<file path="config.mk">
export PLATFORM = sky130hd
export DESIGN_NAME = ohash_fifo
export DESIGN_NICKNAME = d
export VERILOG_FILES = /design/src/rtl/ohash_pkg.sv /design/src/rtl/ohash_fifo.sv
export SDC_FILE = /design/constraint.sdc
export NUM_CORES = 1
export LEC_CHECK = 0
export ABC_AREA = 1
export BUFFER_PORTS_ARGS = -buffer_cell sky130_fd_sc_hd__buf_4
export CAP_MARGIN = 20
export CORE_MARGIN = 10
export CORE_UTILIZATION = 40
export DETAILED_ROUTE_END_ITERATION = 7
export HOLD_SLACK_MARGIN = 0.02
export PLACE_DENSITY = 0.71
export SLEW_MARGIN = 20
export SYNTH_ARGS = -nofsm -noshare
export SYNTH_HDL_FRONTEND = slang
export SYNTH_SLANG_ARGS = --single-unit
</file>
<file path="constraint.sdc">
create_clock -name clk -period 1.65 [get_ports clk]
set_clock_uncertainty 0.2 [all_clocks]
set_input_delay 0.0825 -clock clk [delete_from_list [all_inputs] [get_ports clk]]
set_output_delay 0.0825 -clock clk [all_outputs]
set_load 0.01 [all_outputs]
</file>
<file path="src/rtl/ohash_pkg.sv">
// Package: shared types, constants and helper functions for the hash table.
package ohash_pkg;

    localparam int CAPACITY_DEF    = 1024;
    localparam int KEY_WIDTH_DEF   = 32;
    localparam int VALUE_WIDTH_DEF = 32;
    localparam int HASH_W          = 32;
    localparam int CNT_W           = $clog2(HASH_W);
    localparam int LG_W            = 5;
    localparam int TS_W            = 11;
    localparam int OP_W            = 3;
    localparam int STATUS_W        = 2;
    localparam int FIFO_DEPTH      = 2;
    localparam logic [TS_W-1:0] TS_RESET = 11'd1021;
    localparam int TS_MIN          = 3;

    typedef enum logic [OP_W-1:0] {
        OP_LOOKUP = 3'd0,
        OP_INSERT = 3'd1,
        OP_SET    = 3'd2,
        OP_DELETE = 3'd3,
        OP_CLEAR  = 3'd4
    } op_t;

    typedef enum logic [1:0] {
        ST_EMPTY = 2'd0,
        ST_TOMB  = 2'd1,
        ST_FULL  = 2'd2
    } slot_st_t;

    typedef enum logic [STATUS_W-1:0] {
        RES_OK       = 2'd0,
        RES_NOTFOUND = 2'd1,
        RES_FULL     = 2'd2
    } res_t;

    typedef enum logic [1:0] {
        F_IDLE,
        F_DIV,
        F_PUSH
    } front_st_t;

    typedef enum logic [2:0] {
        B_SWEEP,
        B_IDLE,
        B_READ,
        B_EVAL
    } back_st_t;

    function automatic logic [LG_W-1:0] floor_log2(input logic [31:0] x);
        logic [LG_W-1:0] r;
        r = '0;
        for (int i = 0; i < 32; i++)
        begin
            if (x[i])
            begin
                r = LG_W'(i);
            end
        end
        return r;
    endfunction

endpackage

</file>
<file path="src/rtl/ohash_fifo.sv">
// Small queue between front end and probe engine.
module ohash_fifo #(
    parameter int W = 8
) (
    input  logic         clk,
    input  logic         rst_n,
    input  logic         wr_valid,
    output logic         wr_ready,
    input  logic [W-1:0] wr_data,
    output logic         rd_valid,
    input  logic         rd_ready,
    output logic [W-1:0] rd_data
);

    localparam int PTR_W = $clog2(ohash_pkg::FIFO_DEPTH);

    logic [W-1:0]     mem_reg [ohash_pkg::FIFO_DEPTH];
    logic [PTR_W-1:0] wp_reg, rp_reg;
    logic [PTR_W:0]   cnt_reg;
    logic             do_wr, do_rd;

    assign wr_ready = (cnt_reg != (PTR_W+1)'(ohash_pkg::FIFO_DEPTH));
    assign rd_valid = (cnt_reg != '0);
    assign do_wr    = wr_valid && wr_ready;
    assign do_rd    = rd_valid && rd_ready;
    assign rd_data  = mem_reg[rp_reg];

    always_ff @(posedge clk or negedge rst_n)
    begin
        if (!rst_n)
        begin
            wp_reg  <= '0;
            rp_reg  <= '0;
            cnt_reg <= '0;
        end
        else
        begin
            if (do_wr)
            begin
                wp_reg <= wp_reg + 1'b1;
            end
            if (do_rd)
            begin
                rp_reg <= rp_reg + 1'b1;
            end
            if (do_wr && !do_rd)
            begin
                cnt_reg <= cnt_reg + 1'b1;
            end
            else if (do_rd && !do_wr)
            begin
                cnt_reg <= cnt_reg - 1'b1;
            end
        end
    end

    always_ff @(posedge clk)
    begin
        if (do_wr)
        begin
            mem_reg[wp_reg] <= wr_data;
        end
    end

endmodule

</file>
======== Yosys cells after proc, flatten, opt, wreduce, memory -nomap -nowiden ========
Memory sizes are Yosys's and may differ from the RTL's.
Index checks and enable logic that the tools add are counted.
word-level totals
  input port bits ......................... 12
  memories kept ........................... 1
  bits in writable memories ............... 16
  word-level logic and storage cells ...... 21
  register bits ........................... 4
memories
  name     depth  width  rd ports  clocked after Yosys merged registers in  wr ports  line              source
  mem_reg  2      8      1         0                                        1         ohash_fifo.sv:17  logic [W-1:0] mem_reg [ohash_pkg::FIFO_DEPTH];
cells by class
  reduce and logical (&&, ||, !) cells .... 8
  add/sub/neg operators ................... 4
  muxes and demuxes ....................... 4
  equality and inequality tests ........... 1
operators by type and width
  kind                                               number
  logical AND 1 bit                                  4
  2-to-1 mux 2 bit                                   2
  nonzero test 2 bit                                 2
  adder 1 bit (second input constant)                2
  adder 2 x 1 -> 2 bit (second input constant)       1
  logical NOT 1 bit                                  2
  2-to-1 mux 1 bit                                   2
  != test 2 bit (second input constant)              1
  subtractor 2 x 1 -> 2 bit (second input constant)  1

======== Depth between registers and ports, before layout ========
Gate-level depths: netlist of the first run.
  depth in word-level cells ............... 6
  gate-level depth with buffers ........... 10
  mapped depth without buffers ............ 10

======== Least setup slack after synthesis of the first run ========
No wires, ideal clock.
  kind .................................... register to register
  start ................................... register cnt_reg[0]
  end ..................................... memory mem_reg[0][0], enable pin
  arrival ................................. 953 ps
  period minus slack after synthesis ...... 1523 ps
  library setup time ...................... 370 ps
  setup slack ............................. 127 ps
  data required time ...................... 1080 ps
  cell stages (with the launch flop) ...... 5
  path through ............................ dfrtp_1 > inv_2 > nand2_4 > nand2_4 > nor2_1
on the way
  cells in the longest elaborated chain, start to end .. 4
ends and longest elaborated chain
  what                                    line              source
  from (decl)                             ohash_fifo.sv:19  logic [PTR_W:0] cnt_reg;
  from (signal assigned)                  ohash_fifo.sv:48  cnt_reg <= cnt_reg + 1'b1;
  from (signal assigned)                  ohash_fifo.sv:52  cnt_reg <= cnt_reg - 1'b1;
  != test 2 bit                           ohash_fifo.sv:22  assign wr_ready = (cnt_reg != (PTR_W+1)'(ohash_pkg::FIFO_DEPTH));
  via wr_ready                            ohash_fifo.sv:8   output logic wr_ready,
  logical AND 1 bit                       ohash_fifo.sv:24  assign do_wr = wr_valid && wr_ready;
  2-to-1 mux 1 bit                        ohash_fifo.sv:59  if (do_wr)
  2-to-1 mux 1 bit (implied by the code)  ohash_fifo.sv:61  mem_reg[wp_reg] <= wr_data;
  to (decl)                               ohash_fifo.sv:17
The timed path passes the listed nets, and every way through them passes these cells.

======== Worst setup path in the final report of the first run ========
  start ................................... register cnt_reg[0]
  end ..................................... register cnt_reg[1]
on the way
  cells in the longest elaborated chain, start to end .. 5
  elaborated cells between the ends (all ways) .. 13
ends and longest elaborated chain
  what                                 line              source
  != test 2 bit (*)                    ohash_fifo.sv:22
  logical AND 1 bit (*)                ohash_fifo.sv:24
  via do_wr                            ohash_fifo.sv:20  logic do_wr, do_rd;
  logical NOT 1 bit                    ohash_fifo.sv:50  else if (do_rd && !do_wr)
  logical AND 1 bit                    ohash_fifo.sv:50
  nonzero test 2 bit (no source line)  --
The timed path passes the listed nets; every way through them passes the cells marked *. The select of a mux whose other input is x is not followed.
A chain may end at the register's enable or synchronous reset.

==> metrics.md, run 1 <==
| Metric | Value |
|---|---|
| CP Depth | 9 |
| Initial antenna violation count | 0 |
| Worst r2r src | cnt_reg[0] |
| Clk_lat worst skew | between 0.2 and 0.3 ns |
| Non-Filler Instances | between 100 and 150 |
| Die Ht | 65.5 um |
| Clk pin slew, worst setup/hold paths | 0.11 ns |
| Syn_nets | between 80 and 90 |
| Clk sinks | 20 |
| Final slew viol count | 0 |
| CP Class | reg -> reg |
| Max-Cap Viols | 0 |
| Synth Cell Area | 827 um^2 |
| DRT Pass-1 Iters | 4 |
| Worst VDD drop | approximately 770 uV |
| # setup viols final | 0 |
| CTS max path bufs | 2 |
| CP top delay family | flip-flops |
| Setup WS post-layout | approximately 0.15 ns |
| Reg-to-reg slack, setup | 0.15 ns |
| Root buf cell | clkbuf_4 |
| First-pass GRT wire length | approximately 2600 um |
| Pwr Total | 0.00182 W |
| Setup WS pre-CTS | between 0.06 and 0.07 ns |
| Setup TNS | 0 ns |
| Most frequent cells in the layout | 30 x nand2_1, 24 x buf_4, 16 x edfxtp_1 |
| Min-delay src | wr_data[7] |
| WL/cell | roughly 12 um |
| Critical Path AT | between 1 and 1.5 ns |
| Vias in the first global route | around 560 |
| Total Routing Usage GR | under 10% |
| Total CTS buffers | 3 |
| Port Buffers | 21 |
| Number of flip-flops in the largest register | 16 |
| WL final | approximately 1600 um |
| FMAX | roughly 670 MHz |
| Sequential fraction of the synthesis area | 70.2% |
| Fillers | 165 |
| # placed instances | between 100 and 150 |
| R2R depth | 9 |
| GP Congestion | slightly below 0.7 |
| # diodes | 0 |
| Share of layout cells above drive strength 1 | ~34% |
| Worst setup SP type | flop |
| Via count | ~600 |
| Crit path buf inv count | 3 |
| Crit-path max cell delay | about 0.41 ns |
| Mean Syn Cell Area | about 12 um^2 |
| Via density | around 4.3 |
| RSZ-0062 raised after global routing | false |
| Largest net degree at the start of global routing | 12 |
| Leakage | approximately 0.54 nW |
| Synth Register Bits | 20 |
| DIE AREA | ~0.0043 mm^2 |
| Critical Path Fanout Max | 4 |
| Slew @ Worst Pin | ~0.20 ns |
| Io pins | 22 |
| H-tree depth | 1 |
| R2r endpoint | cnt_reg[1] |
| Final nets | approximately 120 |
| Crit path time final | between 1.5 and 2 ns |
| Yosys cell types | 14 |
| Post-detail-place hpwl | about 1100 um |
| Hold WC Path Type | in -> reg |
| Hold path endpoint | mem_reg[1][7] |
| Row cnt | 16 |
| Worst EP required | around 1.6 ns |
| Crit path cell chain | inv_2, nand2_4, nand2_4, inv_1, ha_4, inv_1, nand3_1, nand2_1, nand2_1 |
| Max-slew headroom | 86.3% |
| Post-DRT Antenna Nets | 0 |
| Slowest cell on the critical path | dfrtp_1 |
| Core box area | roughly 0.002 mm^2 |
| DRC | 0 |
| PD cells | 1530 mW/mm^2 |
| Final hold viol count | 0 |
| CTS tree | yes |
| Initial Util | between 40% and 50% |
| Crit end category | flop |
| Synth-to-layout area growth | 43.9% |
| Run status | finished, final reports clean |
| Total grt overflow | 0 |
| Commonest non-fill, non-tap cell in the layout | nand2_1 |
| Tcrit/Tclk final | around 91% |
| Hold Path Stages | 2 |
| Synth warn | 0 |
| Chip width | 65.5 um |
| Synthesized netlist cell count | 70 |
| Initial DRC Count | 9 |
[power breakdown]
part | internal (W) | leakage (nW) | total [W] | switching [W]
combinational | 0.000379 | 0.330 | 0.000805 | 0.000426
sequential | 0.000705 | 0.195 | 0.000797 | 0.0000917
clock | 0.0000935 | 0.0150 | 0.000220 | 0.000127
total | 0.00118 | 0.540 | 0.00182 | 0.000644
[through the flow]
stage	hold WS (ns)	utilization (%)	instance area [um^2]
final	0.324	60.7	1190
after global placement	-0.317	52.1	1020
after floorplan	-0.413	-	827
after global routing	0.327	60.7	1190
after detailed placement	-0.316	52.1	1020
after CTS	0.317	59.6	1170
[cell usage after synthesis (all sizes together)]
library cell / count / area (um^2)
xor2: 1 / 16.3
xnor2: 1 / 8.76
dfrtp: 4 / 100
nand2: 34 / 148
nand4: 1 / 6.26
inv: 7 / 26.3
buf: 1 / 11.3
edfxtp: 16 / 480
nor2: 2 / 7.51
ha: 1 / 12.5
nand3: 2 / 10.0
[kinds of logic after synthesis]
family,share of synthesized area [%]
adder cells (fa/ha/maj),1.51
XOR/XNOR,3.03
buffers and inverters,4.54
flip-flops,70.2
AND/OR/NAND/NOR,20.7
[worst max path at each step]
stage	start	to	slack, ns
global route	cnt_reg[0]	cnt_reg[1]	0.04
CTS	cnt_reg[0]	cnt_reg[1]	0.05
detailed placement	cnt_reg[0]	cnt_reg[1]	0.06
floorplan	cnt_reg[0]	mem_reg[0][0]	0.13
finish	cnt_reg[0]	cnt_reg[1]	0.15
global placement	cnt_reg[0]	cnt_reg[1]	0.13
[cell type report]
| class | instances | area (um^2) | area share (%) |
|---|---|---|---|
| sequential | 20 | 582 | 48.9 |
| timing repair buffer | 36 | 300 | 25.2 |
| multi-input combinational | 42 | 221 | 18.6 |
| tap | 27 | 33.8 | 2.84 |
| clock buffer | 4 | 26.3 | 2.21 |
| inverter | 7 | 26.3 | 2.21 |
[metal layers]
layer	routed length (um)	global-route usage, %	share of wire (%)
met1	613	7.97	39
met4	28	3.21	1.8
met2	888	14.0	56
met5	0	0	0
met3	52	1.53	3.3
[what timing repair did]
action	4_1_cts	5_1_grt
hold buffers	12	0
resized for setup	0	2
endpoints found under the hold margin	22	0
setup endpoints to repair	0	9
buffers inserted	0	1
[worst reg2reg max path: stages (launching register included)]
cell,delay (ns)
dfrtp_1,0.41
inv_2,0.10
nand2_4,0.06
nand2_4,0.08
inv_1,0.07
ha_4,0.24
inv_1,0.07
nand3_1,0.07
nand2_1,0.06
nand2_1,0.04
(Power assumes the default switching activity.)
==> run 2, diff against run 1 <==
- CORE_UTILIZATION: 40 -> 49
- PLACE_DENSITY: 0.71 -> 0.83
==> run 2 against run 1 <==
Critical path depth stayed put. Wire length up 20%. Sequential power is 1% higher. Register-to-register slack worse by 0.07 ns. Setup slack worse by 0.071 ns. Non-clock buffer count unchanged. Sequential share of layout area rose by 0.57 points. Sequential cell count unchanged. Fmax decreased by 4.5%. Clock-buffer cell count unchanged. Die area decreased by 13%. Cell count is 8.1% lower.
==> metrics.md, run 2 (synthesis gave the netlist of run 1 again) <==
| Metric | Value |
|---|---|
| Chip width | just over 60 um |
| Tcrit/Tclk final | 95.3% |
| Via density | slightly below 5 |
| Slew @ Worst Pin | between 0.2 and 0.25 ns |
| Crit path time final | ~1.6 ns |
| Row cnt | 14 |
| Critical Path Fanout Max | 4 |
| Via count | 618 |
| Met2 usage | between 10% and 20% |
| Fin area | between 0.001 and 0.0015 mm^2 |
| Fillers | between 90 and 100 |
| Io pins | 22 |
| Commonest non-fill, non-tap cell in the layout | nand2_1 |
| Worst r2r src | cnt_reg[0] |
| Initial antenna violation count | 0 |
| CP Class | reg -> reg |
| DRC | 0 |
| Synth-to-layout area growth | 42.2% |
| Root buf cell | clkbuf_4 |
| Crit path buf inv count | 3 |
| Crit end category | flop |
| DIE AREA | ~0.0037 mm^2 |
| Initial Util | between 50% and 60% |
| Grt met1 use | between 10% and 20% |
| P_sw | 0.000692 W |
| Hold WC Path Type | in -> reg |
| Final hold viol count | 0 |
| Gate power share | roughly 44% |
| CTS max path bufs | 2 |
| Vias in the first global route | ~650 |
| First-pass GRT wire length | 2860 um |
| GP Congestion | 0.849 |
| GRT met3 Usage | between 1.5 and 2% |
| Hold path endpoint | mem_reg[0][0] |
| P_int | roughly 0.0012 W |
| Core box area | 0.00156 mm^2 |
| Total Routing Usage GR | between 10% and 20% |
| WL/cell | between 15 and 20 um |
| Worst EP required | between 1.5 and 2 ns |
| Slowest cell on the critical path | dfrtp_1 |
| Critical Path AT | between 1.5 and 2 ns |
| Die Ht | between 60 and 70 um |
| Hold Path Stages | 2 |
| CTS tree | yes |
| Clock share of power | between 10% and 20% |
| Max-slew headroom | between 80% and 90% |
| # placed instances | 108 |
| Worst VDD drop | roughly 930 uV |
| Leakage | approximately 0.54 nW |
| H-tree depth | 1 |
| Post-DRT Antenna Nets | 0 |
| DRT Pass-1 Iters | 4 |
| WL final | 1900 um |
| Sw frac | between 30% and 40% |
| # diodes | 0 |
| Clk sinks | 20 |
| FMAX | approximately 640 MHz |
| Share of layout cells above drive strength 1 | 33.9% |
| Initial DRC Count | 18 |
| Number of flip-flops in the largest register | 16 |
| Largest net degree at the start of global routing | 12 |
| Most frequent cells in the layout | 30 x nand2_1, 24 x buf_4, 16 x edfxtp_1 |
| Reg power frac | 43.2% |
| Dpl cell area | slightly above 0.001 mm^2 |
| Min-delay src | wr_data[0] |
| Hold_ws | roughly 0.31 ns |
| CP top delay family | flip-flops |
| # setup viols final | 0 |
| Final nets | 123 |
| Clk pin slew, worst setup/hold paths | around 0.11 ns |
| Clk_lat worst skew | approximately 0.29 ns |
| Crit-path max cell delay | around 0.43 ns |
| Run status | finished, final reports clean |
| R2r endpoint | cnt_reg[1] |
| R2R depth | 9 |
| Reg-to-reg slack, setup | 0.08 ns |
| Crit path cell chain | inv_2, nand2_4, nand2_4, inv_1, ha_4, inv_1, nand3_1, nand2_1, nand2_1 |
| Total CTS buffers | 3 |
| Post-detail-place hpwl | about 1200 um |
| GR peak layer | met2 |
| Max-Cap Viols | 0 |
| Non-Filler Instances | about 130 |
| Worst setup SP type | flop |
| Total grt overflow | 0 |
| Setup TNS | 0 ns |
| PD cells | 1590 mW/mm^2 |
| Final slew viol count | 0 |
| Fin util | approximately three quarters |
| Port Buffers | 21 |
run 2: cell counts in the layout (fill, tap and decap cells not counted):
Identical to the previous run, type by type.
run 2: power by group through the flow:
| stage | Sequential (W) | Clock (W) | Combinational (W) |
|---|---|---|---|
| after CTS | 0.000800 | 0.000233 | 0.000790 |
| after global placement | 0.000800 | 0 | 0.000737 |
| after floorplan | 0.000765 | 0 | 0.000486 |
| after detailed placement | 0.000810 | 0 | 0.000765 |
| final | 0.000808 | 0.000239 | 0.000825 |
| after global routing | 0.000823 | 0.000262 | 0.000914 |
run 2: what timing repair did:
| item | 4_1_cts | 5_1_grt |
|---|---|---|
| resized for setup | 0 | 2 |
| setup endpoints to repair | 0 | 9 |
| endpoints found under the hold margin | 22 | 0 |
| setup buffers | 0 | 1 |
| hold buffers | 12 | 0 |
run 2: per-stage QoR:
stage               total power [W]  setup slack [ns]
finish                      0.00187            0.0772
global route                0.00200          -0.00373
CTS                         0.00182            0.0499
detailed placement          0.00158            0.0581
global placement            0.00154             0.124
floorplan                   0.00125             0.127
run 2: how the worst max path moves through the flow:
stage                           from       endpoint  slack, ns  depth (start not counted)
after floorplan           cnt_reg[0]  mem_reg[0][0]       0.13                          4
after global placement    cnt_reg[0]     cnt_reg[1]       0.12                          9
after detailed placement  cnt_reg[0]     cnt_reg[1]       0.06                          9
after CTS                 cnt_reg[0]     cnt_reg[1]       0.05                          9
after global routing      cnt_reg[0]     cnt_reg[1]     -0.004                          9
final                     cnt_reg[0]     cnt_reg[1]       0.08                          9
run 2: metal layers:
layer | up-vias | wire length [um]
met2 | 13 | 1080
met5 | - | 0
li1 | 303 | -
met1 | 298 | 701
met3 | 4 | 65
met4 | 0 | 48
run 2: layout make-up:
type | count | area (um^2) | share of cell area, %
clock buffers | 4 | 26.3 | 2.23
inverters | 7 | 26.3 | 2.23
multi-input cells | 42 | 221 | 18.8
flip-flops and latches | 20 | 582 | 49.5
well taps | 16 | 20.0 | 1.70
repair buffers | 36 | 300 | 25.5
